==> src/hw/rtl/pca_pkg.sv <==
// package for the pwm channel and timer allocator
// request and response types, status and action codes, sequencer states
// no dependencies
package pca_pkg;

  // field widths fixed by the request and response formats
  localparam int unsigned ACT_W  = 2;
  localparam int unsigned PIN_W  = 6;
  localparam int unsigned FREQ_W = 26;
  localparam int unsigned RES_W  = 5;
  localparam int unsigned DUTY_W = 16;
  localparam int unsigned FADE_W = 16;
  localparam int unsigned RC_W   = 5;
  localparam int unsigned STS_W  = 3;
  localparam int unsigned CH_W   = 4;
  localparam int unsigned TMR_W  = 3;

  // timer memory word: frequency, resolution, reference count
  localparam int unsigned TMEM_W = FREQ_W + RES_W + RC_W;

  // action codes
  localparam logic [ACT_W-1:0] ACT_OPEN  = 2'd0;
  localparam logic [ACT_W-1:0] ACT_CLOSE = 2'd1;
  localparam logic [ACT_W-1:0] ACT_DUTY  = 2'd2;

  // status codes
  localparam logic [STS_W-1:0] STS_OK          = 3'd0;
  localparam logic [STS_W-1:0] STS_PIN_OPEN    = 3'd1;
  localparam logic [STS_W-1:0] STS_NO_RESOURCE = 3'd2;
  localparam logic [STS_W-1:0] STS_BAD_RES     = 3'd3;
  localparam logic [STS_W-1:0] STS_NOT_FOUND   = 3'd4;

  // accepted resolution range and count limit
  localparam logic [RES_W-1:0] RES_MIN = 5'd10;
  localparam logic [RES_W-1:0] RES_MAX = 5'd15;
  localparam logic [RC_W-1:0]  REF_MAX = 5'd31;

  typedef struct packed {
    logic [ACT_W-1:0]  action;
    logic [PIN_W-1:0]  pin;
    logic [FREQ_W-1:0] frequency;
    logic [RES_W-1:0]  resolution;
    logic [DUTY_W-1:0] duty_value;
    logic [FADE_W-1:0] fade_time;
  } pca_req_t;

  typedef struct packed {
    logic [STS_W-1:0]  status;
    logic [CH_W-1:0]   channel_index;
    logic [TMR_W-1:0]  timer_id;
    logic              configure_timer;
    logic              release_timer;
    logic [DUTY_W-1:0] duty_out;
    logic [FADE_W-1:0] fade_out;
    logic              fading;
  } pca_rsp_t;

  typedef enum logic [2:0] {
    S_IDLE,
    S_SLOT,
    S_TIMER,
    S_CLOSE,
    S_DONE
  } pca_state_e;

endpackage

==> src/hw/rtl/pca_ram.sv <==
// generic simple dual port ram, one write port and one registered read port
// no dependencies
module pca_ram #(
  parameter int unsigned WIDTH = 8,
  parameter int unsigned DEPTH = 16
) (
  input  logic                                 clk_i,
  input  logic                                 we_i,
  input  logic [(DEPTH > 1 ? $clog2(DEPTH) : 1)-1:0] waddr_i,
  input  logic [WIDTH-1:0]                     wdata_i,
  input  logic [(DEPTH > 1 ? $clog2(DEPTH) : 1)-1:0] raddr_i,
  output logic [WIDTH-1:0]                     rdata_o
);

  logic [WIDTH-1:0] mem_q [DEPTH];
  logic [WIDTH-1:0] rdata_q;

  // write port
  always_ff @(posedge clk_i) begin
    if (we_i) begin
      mem_q[waddr_i] <= wdata_i;
    end
  end

  // registered read
  always_ff @(posedge clk_i) begin
    rdata_q <= mem_q[raddr_i];
  end

  assign rdata_o = rdata_q;

endmodule

==> src/hw/rtl/pca_ctrl.sv <==
// sequencer of the allocator: slot scan, timer scan, read-modify-write of both memories
// depends on pca_pkg; drives the ports of the slot and timer memories
module pca_ctrl #(
  parameter int unsigned GROUPS             = 2,
  parameter int unsigned CHANNELS_PER_GROUP = 8,
  parameter int unsigned TIMERS_PER_GROUP   = 4,
  parameter int unsigned SLOTS              = GROUPS * CHANNELS_PER_GROUP,
  parameter int unsigned TIMERS             = GROUPS * TIMERS_PER_GROUP,
  parameter int unsigned SW                 = (SLOTS > 1) ? $clog2(SLOTS) : 1,
  parameter int unsigned TW                 = (TIMERS > 1) ? $clog2(TIMERS) : 1,
  parameter int unsigned SMW                = pca_pkg::PIN_W + TW
) (
  input  logic              clk_i,
  input  logic              rst_ni,
  input  logic              in_valid_i,
  output logic              in_stall_o,
  input  pca_pkg::pca_req_t in_req_i,
  output logic              out_valid_o,
  input  logic              out_stall_i,
  output pca_pkg::pca_rsp_t out_rsp_o,
  output logic              smem_we_o,
  output logic [SW-1:0]     smem_waddr_o,
  output logic [SMW-1:0]    smem_wdata_o,
  output logic [SW-1:0]     smem_raddr_o,
  input  logic [SMW-1:0]    smem_rdata_i,
  output logic              tmem_we_o,
  output logic [TW-1:0]     tmem_waddr_o,
  output logic [pca_pkg::TMEM_W-1:0] tmem_wdata_o,
  output logic [TW-1:0]     tmem_raddr_o,
  input  logic [pca_pkg::TMEM_W-1:0] tmem_rdata_i
);

  localparam int unsigned CW = $clog2(SLOTS + 1);
  localparam int unsigned PW = (CHANNELS_PER_GROUP > 1) ? $clog2(CHANNELS_PER_GROUP) : 1;
  localparam int unsigned KW = $clog2(TIMERS_PER_GROUP + 1);
  localparam int unsigned RC_LO  = 0;
  localparam int unsigned RES_LO = pca_pkg::RC_W;
  localparam int unsigned FRQ_LO = pca_pkg::RC_W + pca_pkg::RES_W;

  pca_pkg::pca_state_e state_q, state_d;
  pca_pkg::pca_req_t   req_q, req_d;
  pca_pkg::pca_rsp_t   res_q, res_d;
  pca_pkg::pca_rsp_t   out_q, out_d;
  logic                out_valid_q, out_valid_d;

  logic [SLOTS-1:0]  slot_in_use_q, slot_in_use_d;
  logic [TIMERS-1:0] timer_valid_q, timer_valid_d;

  // slot scan pointers
  logic [CW-1:0] iss_cnt_q, iss_cnt_d;
  logic [PW-1:0] iss_pos_q, iss_pos_d;
  logic [TW-1:0] iss_tb_q, iss_tb_d;
  logic          rd_vld_q, rd_vld_d;
  logic [SW-1:0] rd_idx_q, rd_idx_d;
  logic [TW-1:0] rd_tb_q, rd_tb_d;

  // slot scan findings
  logic [SW-1:0] hit_slot_q, hit_slot_d;
  logic [TW-1:0] hit_tmr_q, hit_tmr_d;
  logic          free_q, free_d;
  logic [SW-1:0] free_slot_q, free_slot_d;
  logic [TW-1:0] free_tb_q, free_tb_d;

  // timer scan pointers and findings
  logic [KW-1:0] t_iss_q, t_iss_d;
  logic          t_rd_vld_q, t_rd_vld_d;
  logic [TW-1:0] t_rd_idx_q, t_rd_idx_d;
  logic          t_rd_last_q, t_rd_last_d;
  logic          zero_q, zero_d;
  logic [TW-1:0] zero_tmr_q, zero_tmr_d;

  // slot memory read decode
  logic [pca_pkg::PIN_W-1:0] s_pin;
  logic [TW-1:0]             s_tmr;
  logic                      s_used, s_hit, s_last, s_end, s_free_now;

  assign s_pin      = smem_rdata_i[SMW-1:TW];
  assign s_tmr      = smem_rdata_i[TW-1:0];
  assign s_used     = slot_in_use_q[rd_idx_q];
  assign s_hit      = rd_vld_q && s_used && (s_pin == req_q.pin);
  assign s_last     = rd_vld_q && (rd_idx_q == SW'(SLOTS - 1));
  assign s_end      = s_hit || s_last;
  assign s_free_now = free_q || (rd_vld_q && !s_used);

  // timer memory read decode, entries never written read as zero
  logic                       t_v;
  logic [pca_pkg::FREQ_W-1:0] t_freq;
  logic [pca_pkg::RES_W-1:0]  t_res;
  logic [pca_pkg::RC_W-1:0]   t_rc;
  logic                       t_match, t_zero, t_end, zero_now;
  logic [TW-1:0]              zero_idx;
  logic                       res_ok;

  assign t_v    = timer_valid_q[(state_q == pca_pkg::S_CLOSE) ? hit_tmr_q : t_rd_idx_q];
  assign t_freq = t_v ? tmem_rdata_i[pca_pkg::TMEM_W-1:FRQ_LO] : '0;
  assign t_res  = t_v ? tmem_rdata_i[FRQ_LO-1:RES_LO] : '0;
  assign t_rc   = t_v ? tmem_rdata_i[RES_LO-1:RC_LO] : '0;

  assign t_match  = t_rd_vld_q && (t_freq == req_q.frequency) && (t_res == req_q.resolution);
  assign t_zero   = t_rd_vld_q && (t_rc == '0);
  assign t_end    = t_match || (t_rd_vld_q && t_rd_last_q);
  assign zero_now = zero_q || t_zero;
  assign zero_idx = zero_q ? zero_tmr_q : t_rd_idx_q;
  assign res_ok   = (req_q.resolution inside {[pca_pkg::RES_MIN:pca_pkg::RES_MAX]});

  logic out_go;
  assign out_go = !out_valid_q || !out_stall_i;

  // next state
  always_comb begin
    state_d = state_q;
    case (state_q)
      pca_pkg::S_IDLE: begin
        if (in_valid_i) begin
          if (in_req_i.action inside {pca_pkg::ACT_OPEN, pca_pkg::ACT_CLOSE,
                                      pca_pkg::ACT_DUTY}) begin
            state_d = pca_pkg::S_SLOT;
          end else begin
            state_d = pca_pkg::S_DONE;
          end
        end
      end
      pca_pkg::S_SLOT: begin
        if (s_end) begin
          if (req_q.action == pca_pkg::ACT_CLOSE && s_hit) begin
            state_d = pca_pkg::S_CLOSE;
          end else if (req_q.action == pca_pkg::ACT_OPEN && !s_hit && s_free_now) begin
            state_d = pca_pkg::S_TIMER;
          end else begin
            state_d = pca_pkg::S_DONE;
          end
        end
      end
      pca_pkg::S_TIMER: begin
        if (t_end) begin
          state_d = pca_pkg::S_DONE;
        end
      end
      pca_pkg::S_CLOSE: begin
        state_d = pca_pkg::S_DONE;
      end
      pca_pkg::S_DONE: begin
        if (out_go) begin
          state_d = pca_pkg::S_IDLE;
        end
      end
      default: begin
        state_d = pca_pkg::S_IDLE;
      end
    endcase
  end

  // datapath and memory ports
  always_comb begin
    logic                     commit;
    logic [TW-1:0]            c_tmr;
    logic [pca_pkg::RC_W-1:0] c_rc;
    logic                     c_claim;
    logic [pca_pkg::RC_W-1:0] rc_dec;

    commit  = 1'b0;
    c_tmr   = t_rd_idx_q;
    c_rc    = t_rc;
    c_claim = 1'b0;
    rc_dec  = t_rc - pca_pkg::RC_W'(1);

    req_d         = req_q;
    res_d         = res_q;
    slot_in_use_d = slot_in_use_q;
    timer_valid_d = timer_valid_q;
    iss_cnt_d     = iss_cnt_q;
    iss_pos_d     = iss_pos_q;
    iss_tb_d      = iss_tb_q;
    rd_vld_d      = 1'b0;
    rd_idx_d      = rd_idx_q;
    rd_tb_d       = rd_tb_q;
    hit_slot_d    = hit_slot_q;
    hit_tmr_d     = hit_tmr_q;
    free_d        = free_q;
    free_slot_d   = free_slot_q;
    free_tb_d     = free_tb_q;
    t_iss_d       = t_iss_q;
    t_rd_vld_d    = 1'b0;
    t_rd_idx_d    = t_rd_idx_q;
    t_rd_last_d   = t_rd_last_q;
    zero_d        = zero_q;
    zero_tmr_d    = zero_tmr_q;

    smem_we_o    = 1'b0;
    smem_waddr_o = free_slot_q;
    smem_wdata_o = {req_q.pin, c_tmr};
    smem_raddr_o = iss_cnt_q[SW-1:0];
    tmem_we_o    = 1'b0;
    tmem_waddr_o = c_tmr;
    tmem_wdata_o = '0;
    tmem_raddr_o = TW'(free_tb_q + TW'(t_iss_q));

    out_valid_d = out_valid_q && out_stall_i;
    out_d       = out_q;

    case (state_q)
      // take a request and clear the scan state
      pca_pkg::S_IDLE: begin
        if (in_valid_i) begin
          req_d     = in_req_i;
          res_d     = '0;
          iss_cnt_d = '0;
          iss_pos_d = '0;
          iss_tb_d  = '0;
          free_d    = 1'b0;
          zero_d    = 1'b0;
          t_iss_d   = '0;
        end
      end

      // walk the slot memory, one read issued per cycle
      pca_pkg::S_SLOT: begin
        if (iss_cnt_q < CW'(SLOTS)) begin
          rd_vld_d  = 1'b1;
          rd_idx_d  = iss_cnt_q[SW-1:0];
          rd_tb_d   = iss_tb_q;
          iss_cnt_d = iss_cnt_q + CW'(1);
          if (iss_pos_q == PW'(CHANNELS_PER_GROUP - 1)) begin
            iss_pos_d = '0;
            iss_tb_d  = TW'(iss_tb_q + TW'(TIMERS_PER_GROUP));
          end else begin
            iss_pos_d = iss_pos_q + PW'(1);
          end
        end
        if (rd_vld_q && !s_used && !free_q) begin
          free_d      = 1'b1;
          free_slot_d = rd_idx_q;
          free_tb_d   = rd_tb_q;
        end
        if (s_hit) begin
          hit_slot_d = rd_idx_q;
          hit_tmr_d  = s_tmr;
        end
        if (s_end) begin
          case (req_q.action)
            pca_pkg::ACT_OPEN: begin
              if (s_hit) begin
                res_d.status = pca_pkg::STS_PIN_OPEN;
              end else if (!s_free_now) begin
                res_d.status = pca_pkg::STS_NO_RESOURCE;
              end
            end
            pca_pkg::ACT_CLOSE: begin
              if (s_hit) begin
                tmem_raddr_o = s_tmr;
              end else begin
                res_d.status = pca_pkg::STS_NOT_FOUND;
              end
            end
            pca_pkg::ACT_DUTY: begin
              if (s_hit) begin
                res_d.status        = pca_pkg::STS_OK;
                res_d.channel_index = pca_pkg::CH_W'(rd_idx_q);
                res_d.timer_id      = pca_pkg::TMR_W'(s_tmr);
                res_d.duty_out      = req_q.duty_value;
                res_d.fade_out      = req_q.fade_time;
                res_d.fading        = (req_q.fade_time != '0);
              end else begin
                res_d.status = pca_pkg::STS_NOT_FOUND;
              end
            end
            default: begin
              res_d = '0;
            end
          endcase
        end
      end

      // walk the timers of the free slot's group
      pca_pkg::S_TIMER: begin
        if (t_iss_q < KW'(TIMERS_PER_GROUP)) begin
          t_rd_vld_d  = 1'b1;
          t_rd_idx_d  = TW'(free_tb_q + TW'(t_iss_q));
          t_rd_last_d = (t_iss_q == KW'(TIMERS_PER_GROUP - 1));
          t_iss_d     = t_iss_q + KW'(1);
        end
        if (t_zero && !zero_q) begin
          zero_d     = 1'b1;
          zero_tmr_d = t_rd_idx_q;
        end
        if (t_end) begin
          if (t_match) begin
            commit = 1'b1;
          end else if (!zero_now) begin
            res_d.status = pca_pkg::STS_NO_RESOURCE;
          end else if (!res_ok) begin
            res_d.status = pca_pkg::STS_BAD_RES;
          end else begin
            commit  = 1'b1;
            c_tmr   = zero_idx;
            c_rc    = '0;
            c_claim = 1'b1;
          end
        end
        // bind the slot and bump the timer count
        if (commit) begin
          tmem_we_o    = 1'b1;
          tmem_waddr_o = c_tmr;
          tmem_wdata_o = {req_q.frequency, req_q.resolution,
                          (c_rc < pca_pkg::REF_MAX) ? c_rc + pca_pkg::RC_W'(1) : c_rc};
          timer_valid_d[c_tmr] = 1'b1;
          smem_we_o    = 1'b1;
          smem_waddr_o = free_slot_q;
          smem_wdata_o = {req_q.pin, c_tmr};
          slot_in_use_d[free_slot_q] = 1'b1;
          res_d.status          = pca_pkg::STS_OK;
          res_d.channel_index   = pca_pkg::CH_W'(free_slot_q);
          res_d.timer_id        = pca_pkg::TMR_W'(c_tmr);
          res_d.configure_timer = c_claim;
        end
      end

      // drop the timer count and free the slot
      pca_pkg::S_CLOSE: begin
        if (t_rc != '0) begin
          tmem_we_o    = 1'b1;
          tmem_waddr_o = hit_tmr_q;
          tmem_wdata_o = {t_freq, t_res, rc_dec};
        end
        slot_in_use_d[hit_slot_q] = 1'b0;
        res_d.status        = pca_pkg::STS_OK;
        res_d.channel_index = pca_pkg::CH_W'(hit_slot_q);
        res_d.timer_id      = pca_pkg::TMR_W'(hit_tmr_q);
        res_d.release_timer = (t_rc != '0) && (rc_dec == '0);
      end

      // hand the response to the output register
      pca_pkg::S_DONE: begin
        if (out_go) begin
          out_valid_d = 1'b1;
          out_d       = res_q;
        end
      end

      default: begin
        res_d = res_q;
      end
    endcase
  end

  // control registers
  always_ff @(posedge clk_i or negedge rst_ni) begin
    if (!rst_ni) begin
      state_q       <= pca_pkg::S_IDLE;
      out_valid_q   <= 1'b0;
      slot_in_use_q <= '0;
      timer_valid_q <= '0;
      rd_vld_q      <= 1'b0;
      t_rd_vld_q    <= 1'b0;
    end else begin
      state_q       <= state_d;
      out_valid_q   <= out_valid_d;
      slot_in_use_q <= slot_in_use_d;
      timer_valid_q <= timer_valid_d;
      rd_vld_q      <= rd_vld_d;
      t_rd_vld_q    <= t_rd_vld_d;
    end
  end

  // payload and scan registers
  always_ff @(posedge clk_i) begin
    req_q       <= req_d;
    res_q       <= res_d;
    out_q       <= out_d;
    iss_cnt_q   <= iss_cnt_d;
    iss_pos_q   <= iss_pos_d;
    iss_tb_q    <= iss_tb_d;
    rd_idx_q    <= rd_idx_d;
    rd_tb_q     <= rd_tb_d;
    hit_slot_q  <= hit_slot_d;
    hit_tmr_q   <= hit_tmr_d;
    free_q      <= free_d;
    free_slot_q <= free_slot_d;
    free_tb_q   <= free_tb_d;
    t_iss_q     <= t_iss_d;
    t_rd_idx_q  <= t_rd_idx_d;
    t_rd_last_q <= t_rd_last_d;
    zero_q      <= zero_d;
    zero_tmr_q  <= zero_tmr_d;
  end

  assign in_stall_o  = (state_q != pca_pkg::S_IDLE);
  assign out_valid_o = out_valid_q;
  assign out_rsp_o   = out_q;

endmodule

==> src/hw/rtl/pwm_channel_timer_allocator.sv <==
// top level of the pwm channel and timer allocator
// depends on pca_pkg, pca_ram (slot and timer memories) and pca_ctrl
//
//   channel  dir  handshake             payload
//   in       in   in_valid_i/in_stall_o   in_req_i  (pca_req_t)
//   out      out  out_valid_o/out_stall_i out_rsp_o (pca_rsp_t)
//
// close and set duty stop the slot scan at the pin's slot; an unknown action skips
// the scans; the slot memory read port walks one slot per cycle
// reset clears the slot in-use bits and the timer valid bits at once, no sweep
// one request is in work at a time; in_stall_o is high from acceptance until
// the response has moved into the output register, which out_stall_i holds;
// the next request is taken in the cycle after that move
module pwm_channel_timer_allocator #(
  parameter int unsigned GROUPS             = 2,
  parameter int unsigned CHANNELS_PER_GROUP = 8,
  parameter int unsigned TIMERS_PER_GROUP   = 4
) (
  input  logic              clk_i,
  input  logic              rst_ni,
  input  logic              in_valid_i,
  output logic              in_stall_o,
  input  pca_pkg::pca_req_t in_req_i,
  output logic              out_valid_o,
  input  logic              out_stall_i,
  output pca_pkg::pca_rsp_t out_rsp_o
);

  localparam int unsigned SLOTS  = GROUPS * CHANNELS_PER_GROUP;
  localparam int unsigned TIMERS = GROUPS * TIMERS_PER_GROUP;
  localparam int unsigned SW     = (SLOTS > 1) ? $clog2(SLOTS) : 1;
  localparam int unsigned TW     = (TIMERS > 1) ? $clog2(TIMERS) : 1;
  localparam int unsigned SMW    = pca_pkg::PIN_W + TW;

  logic                       smem_we;
  logic [SW-1:0]              smem_waddr, smem_raddr;
  logic [SMW-1:0]             smem_wdata, smem_rdata;
  logic                       tmem_we;
  logic [TW-1:0]              tmem_waddr, tmem_raddr;
  logic [pca_pkg::TMEM_W-1:0] tmem_wdata, tmem_rdata;

  // slot memory: pin and bound timer of each channel slot
  pca_ram #(
    .WIDTH (SMW),
    .DEPTH (SLOTS)
  ) u_slot_mem (
    .clk_i   (clk_i),
    .we_i    (smem_we),
    .waddr_i (smem_waddr),
    .wdata_i (smem_wdata),
    .raddr_i (smem_raddr),
    .rdata_o (smem_rdata)
  );

  // timer memory: frequency, resolution and reference count of each timer
  pca_ram #(
    .WIDTH (pca_pkg::TMEM_W),
    .DEPTH (TIMERS)
  ) u_timer_mem (
    .clk_i   (clk_i),
    .we_i    (tmem_we),
    .waddr_i (tmem_waddr),
    .wdata_i (tmem_wdata),
    .raddr_i (tmem_raddr),
    .rdata_o (tmem_rdata)
  );

  // request sequencer
  pca_ctrl #(
    .GROUPS             (GROUPS),
    .CHANNELS_PER_GROUP (CHANNELS_PER_GROUP),
    .TIMERS_PER_GROUP   (TIMERS_PER_GROUP),
    .SLOTS              (SLOTS),
    .TIMERS             (TIMERS),
    .SW                 (SW),
    .TW                 (TW),
    .SMW                (SMW)
  ) u_ctrl (
    .clk_i        (clk_i),
    .rst_ni       (rst_ni),
    .in_valid_i   (in_valid_i),
    .in_stall_o   (in_stall_o),
    .in_req_i     (in_req_i),
    .out_valid_o  (out_valid_o),
    .out_stall_i  (out_stall_i),
    .out_rsp_o    (out_rsp_o),
    .smem_we_o    (smem_we),
    .smem_waddr_o (smem_waddr),
    .smem_wdata_o (smem_wdata),
    .smem_raddr_o (smem_raddr),
    .smem_rdata_i (smem_rdata),
    .tmem_we_o    (tmem_we),
    .tmem_waddr_o (tmem_waddr),
    .tmem_wdata_o (tmem_wdata),
    .tmem_raddr_o (tmem_raddr),
    .tmem_rdata_i (tmem_rdata)
  );

endmodule

==> config.mk <==
export PLATFORM = sky130hd
export DESIGN_NAME = pwm_channel_timer_allocator
export DESIGN_NICKNAME = d
export VERILOG_FILES = /design/src/hw/rtl/pca_pkg.sv /design/src/hw/rtl/pca_ram.sv /design/src/hw/rtl/pca_ctrl.sv /design/src/hw/rtl/pwm_channel_timer_allocator.sv
export SDC_FILE = /design/constraint.sdc
export NUM_CORES = 1
export LEC_CHECK = 0
export BUFFER_PORTS_ARGS = -buffer_cell sky130_fd_sc_hd__buf_2
export CORE_MARGIN = 2
export CORE_UTILIZATION = 40
export CTS_BUF_LIST = sky130_fd_sc_hd__clkbuf_8
export DETAILED_ROUTE_END_ITERATION = 10
export PLACE_DENSITY_LB_ADDON = 0.08
export SKIP_CTS_REPAIR_TIMING = 1
export SYNTH_ARGS = -nofsm -noshare
export SYNTH_HDL_FRONTEND = slang
export SYNTH_SLANG_ARGS = --single-unit
export TNS_END_PERCENT = 50
==> constraint.sdc <==
create_clock -name clk_i -period 6.9 [get_ports clk_i]
set_input_delay 0.345 -clock clk_i [delete_from_list [all_inputs] [get_ports clk_i]]
set_output_delay 0.345 -clock clk_i [all_outputs]
set_load 0.02 [all_outputs]
[Word level (Yosys, flattened, before mapping)]
Memory sizes are Yosys's and may differ from the RTL's. A register that Yosys moved wholly into a read port is not among the register bits.
Cells that the tools add are included.
Word-level totals
  flip-flop bits (word level): 235
  memories: 2
  memory bits (writable): 432
  input bits: 75
  word-level logic and storage cells: 275
  output and inout bits: 47
Memory list
  u_timer_mem.mem_q: depth 8, width 36, read ports 1, clocked after memory_dff 1, wr ports 1, line pca_ram.sv:15  | logic [WIDTH-1:0] mem_q [DEPTH];
  u_slot_mem.mem_q: depth 16, width 9, read ports 1, clocked after memory_dff 1, wr ports 1, line pca_ram.sv:15
Cells by class
  $add $sub $neg: 7
  equal/unequal tests: 32
  order comparisons: 13
  bitwise operators: 4
  multiplexer cells: 107
  reduce and logical (&&, ||, !) cells: 67
Operators with widths (count)
  $pmux W33 S2: 2
  $mux W3: 36
  $mux W45: 2
  $mux W36: 2
  $pmux W36 S2: 1
  $mux W5: 10
  $pmux W10 S4: 1
  $mux W33: 1
  $pmux W16 S2: 1
  $mux W1: 28
  $eq A26 B26 Y1: 1
  $mux W26: 1
  $pmux W3 S2: 4
  $logic_and A1 B1 Y1: 19
  $ne A2 B1 Y1 const B: 9
  $reduce_and A2 Y1: 9
  $and A16 B16 Y16: 1
  $mux W16: 1
  $not A16 Y16: 1
  $or A16 B16 Y16: 1
  $reduce_bool A16 Y1: 1
  $lt A4 B5 Y1 const B: 3
  $pmux W3 S5: 1
  $pmux W7 S2: 1
  54 further kinds: 93

[Longest topological paths before layout]
  depth after elaboration: 17
  mapped depth: 19

[By module]
Synthesis repeated with hierarchy kept, for this count alone.
Unflattened totals
  cells, all modules: 1505
  area, all modules: 27940.5 sq um
By module, submodules not included
  pca_ram (u_timer_mem): times used 1, area each 11862.6 sq um, cells each 465
  pca_ctrl: times used 1, area each 10297.4 sq um, cells each 786
  pca_ram (u_slot_mem): times used 1, area each 5780.5 sq um, cells each 254

[Worst setup path before layout]
Ideal clock, no wire load.
  path kind: reg2reg
  from: reg u_ctrl.state_q[0]
  to: mem u_timer_mem.mem_q[0][0] in the netlist's numbering (enable)
  stages on the path, launching flop included: 16
  data arrival time: 6.404 ns
  clock period less this slack: 6.923 ns
  slack: -0.023 ns
  path buffers: 3
  cells stage by stage: dfrtp_1 buf_2 and3b_1 buf_6 mux2_4 mux2i_2 buf_4 a21oi_1 nand2_1 ha_1 a31oi_1 nor2b_1 nand2_1 a211oi_2 a211o_1 nor4_1
Between the ends
  cells in the longest elaborated chain, start to end: 16
  elaborated cells between the ends (all ways): 33
  classes of those cells: eq/ne: 4; mux: 22; reduce/logical: 7
Ends and longest elaborated chain
  start: declaration: line pca_ctrl.sv:40  | pca_pkg::pca_state_e state_q, state_d;
  start signal: assignment: line pca_ctrl.sv:349  | state_q <= pca_pkg::S_IDLE;
  start signal: assignment: line pca_ctrl.sv:356  | state_q <= state_d;
  branches (longest 16 deep; another with $mux W26)
  end: declaration: line pca_ram.sv:15
Parallel ways; which one is timed is not known. The select of a mux whose other input is x is not followed.

[Worst setup path in the final report]
  from: reg u_ctrl.state_q[1]
  to: mem u_timer_mem.mem_q[7][24] in the netlist's numbering (enable)
The elaborated chain is that of the path after synthesis.

==> results.md <==
* Status: completed
* Ports at 122
* Rel. slew slack at 0.177
* Fin crit period at 5.46 ns
* CTS Root Buffer Type: clkbuf_8
* Chip Width at 268 um
* Clock Latency Late Sink at 0.74 ns
* Initial antenna violation count at 1
* Final nets at 1898
* CTS tree: yes
* Synth cell count leaders: 631 x edfxtp_1, 107 x mux4_2, 96 x nor2_1, 50 x nand2_1, 45 x dfxtp_1
* Final setup fails at 0
* Crit. End Element: register
* Synth top area share at 0.678
* Area growth syn-to-layout at 17.7%
* Worst EP arrival at 5.86 ns
* Number of placement rows at 96
* Fin crit share at 0.791
* Post-synth EDFFs at 631
* # port buffers at 121
* Post-DP Area at 29900 um2
* Ys flop type: edfxtp_1
* Pwr Density at 330 nW/um2
* Die Span Y at 268 um
* Post-route ant nets at 0
* Crit path cell chain: and3b_1, buf_4, mux2_4, mux2i_2, a21oi_1, nand2_1, ha_1, a31oi_1, nor2b_1, nand2_1, a21bo_2, a21o_1, a211oi_4, buf_4
* Max Cap Viol at 0
* Final hold vios at 0
* GRT overflow at 0
* Critical path class: reg -> reg
* Post-DP HPWL at 39600 um
* Count leader, synth: edfxtp_1
* Largest delay share family, worst path: compound AO/OA/AOI/OAI gates
* Crit path largest cell delay at 0.79 ns
* YS warnings at 0
* Maximum clock rate at 0.183 GHz
* Main area contributors after synthesis: edfxtp_1 68%, mux4_2 8.6%, dfxtp_1 3.2%
* RSZ-0062 raised after global routing: false
* Worst Path Max Fanout at 19
* Final estimated routing congestion in global placement at 0.840
* Drt wl/cell at 22.9 um
* DRC at 0
* Router iterations before antenna repair at 5
* Worst hold path class: in -> reg
* Avg Cell Area, Syn at 18.3 um2
* Maximum vdd drop at 0.000167 V
* Synthesized cell area at 27900 um2
* Vias per Instance at 5.28
* Finished Cell Area at 32900 um2
* CP Launch Type: register
* Clock Skew at 0.0393 ns
* Core area at 68800 um2
* Synth cell types at 85
* Num CTS Buffers at 115
* Placed cells at 2555
* Via count at 15034
* Final cell count without fillers at 2845
* First-pass GRT wire length at 96600 um
* Fin. max-slew vios at 0
* Largest net degree at the start of global routing at 73
* Die area at 72000 um2
* Synthesized flop and latch total at 706
* Async SR Flop Fraction at 0.0425
* Worst Tran Pin Value at 1.22 ns
* Initial core utilization at 0.406
* Post-synthesis sequential area ratio at 0.737
* Share of cells above drive strength 1 at 0.268
* Leakage at 10.4 nW
* Syn nets at 1610
* Number of global-route vias before repair at 15376
* CP max stage cell: a211oi_4
* Post-synth top area cell: edfxtp_1
* Clk sink count at 706
* Starting DRT DRC Count at 1083
* Post-Route Utilization at 0.478
* Routed Wire Length at 65100 um
* Crit path buf inv count at 2
* H-tree lvl count at 3
* Hold WS at 0.247 ns
* WP data required at 7.31 ns
* Synth Instances at 1526
* GRT Total Usage at 0.182
* Clock Pin Slew Worst Setup and Hold Paths at 0.07 ns
* CTS Buffer Depth at 3
[sequential cells by signal (all words and copies together), names as in the netlist, 4 cells and up]
| name | count |
|---|---|
| u_ctrl.res_q | 45 |
| u_ctrl.req_q | 71 |
| u_ctrl.free_slot_q | 4 |
| u_ctrl.out_rsp_o | 45 |
| u_slot_mem.mem_q | 144 |
| u_timer_mem.rdata_o | 36 |
| u_ctrl.iss_cnt_q | 5 |
| u_slot_mem.rdata_o | 9 |
| u_timer_mem.mem_q | 288 |
| u_ctrl.timer_valid_q | 8 |
| u_ctrl.hit_slot_q | 4 |
| u_ctrl.slot_in_use_q | 16 |
| u_ctrl.rd_idx_q | 4 |
[cell usage in the layout (no fill, tap or decap), types with 39 or more instances in the layout]
master / instances
mux4_2: 107
inv_1: 74
buf_2: 121
clkbuf_8: 129
nor2_1: 95
mux2_2: 40
nand2_1: 50
dlygate4sd3_1: 73
buf_4: 39
dfxtp_1: 45
edfxtp_1: 631
[layer usage]
layer,global-route usage,routed length (um),vias to the layer above
met5,0,0,-
met4,0.0701,2340,0
met3,0.0401,3800,164
met2,0.292,31100,471
met1,0.242,27900,7641
li1,-,-,6758
[tightest hold or removal path, stage by stage]
cell     delay, ns
buf_2         0.10
o21ai_0       0.19
a21oi_1       0.15
and3_1        0.15
[cell families (layout without fill, tap and decap cells)]
| logic type | after synthesis | in the layout | synth area share |
|---|---|---|---|
| AOI/OAI and AO/OA | 189 | 189 | 0.0511 |
| other | 0 | 1 | 0 |
| DFF | 706 | 706 | 0.737 |
| buffers and inverters | 99 | 486 | 0.0164 |
| adders and majority gates | 9 | 9 | 0.00403 |
| xor gates and xnor gates | 20 | 20 | 0.00627 |
| and+or+nand+nor | 321 | 321 | 0.0601 |
| muxes | 182 | 182 | 0.125 |
[final cells by class]
cell class	instances	area, um2
Tap cell	931	1160
Sequential cell	706	20600
Clock inverter	87	520
Fill cell	5882	35900
Inverter	34	129
Clock buffer	129	1780
Timing Repair Buffer	236	1690
Multi-Input combinational cell	721	7020
Antenna cell	1	2.50
[power breakdown]
| group | switching (W) | internal, W | leakage, nW | total [W] |
|---|---|---|---|---|
| Clock | 0.00166 | 0.00187 | 1.34 | 0.00353 |
| Combinational | 0.00104 | 0.000721 | 3.01 | 0.00176 |
| Sequential | 0.000336 | 0.00524 | 6.05 | 0.00558 |
| Total | 0.00303 | 0.00783 | 10.4 | 0.0109 |
[final timing paths]
check,startpoint,to,slack (ns),cells past startpoint
setup / recovery,u_ctrl.state_q[1],u_timer_mem.mem_q[7][24],1.44,14
hold / removal,in_valid_i,u_ctrl.state_q[2],0.25,4
max in group asynchronous,rst_ni,u_ctrl.timer_valid_q[3],6.13,2
min in group asynchronous,rst_ni,u_ctrl.state_q[1],0.26,2
setup reg to reg,u_ctrl.state_q[1],u_timer_mem.mem_q[7][24],1.44,14
hold reg to reg,u_ctrl.res_q[0],u_ctrl.out_rsp_o[0],0.41,0
[stage by stage]
stage,setup slack [ns],TNS [ns],total power [W]
after floorplan,-0.0229,-1.65,0.00677
after global placement,1.74,0,0.00743
after detailed placement,1.52,0,0.00744
after CTS,1.48,0,0.0110
after global routing,1.07,0,0.0114
final,1.44,0,0.0109
Power figures use the tool's default switching activity.
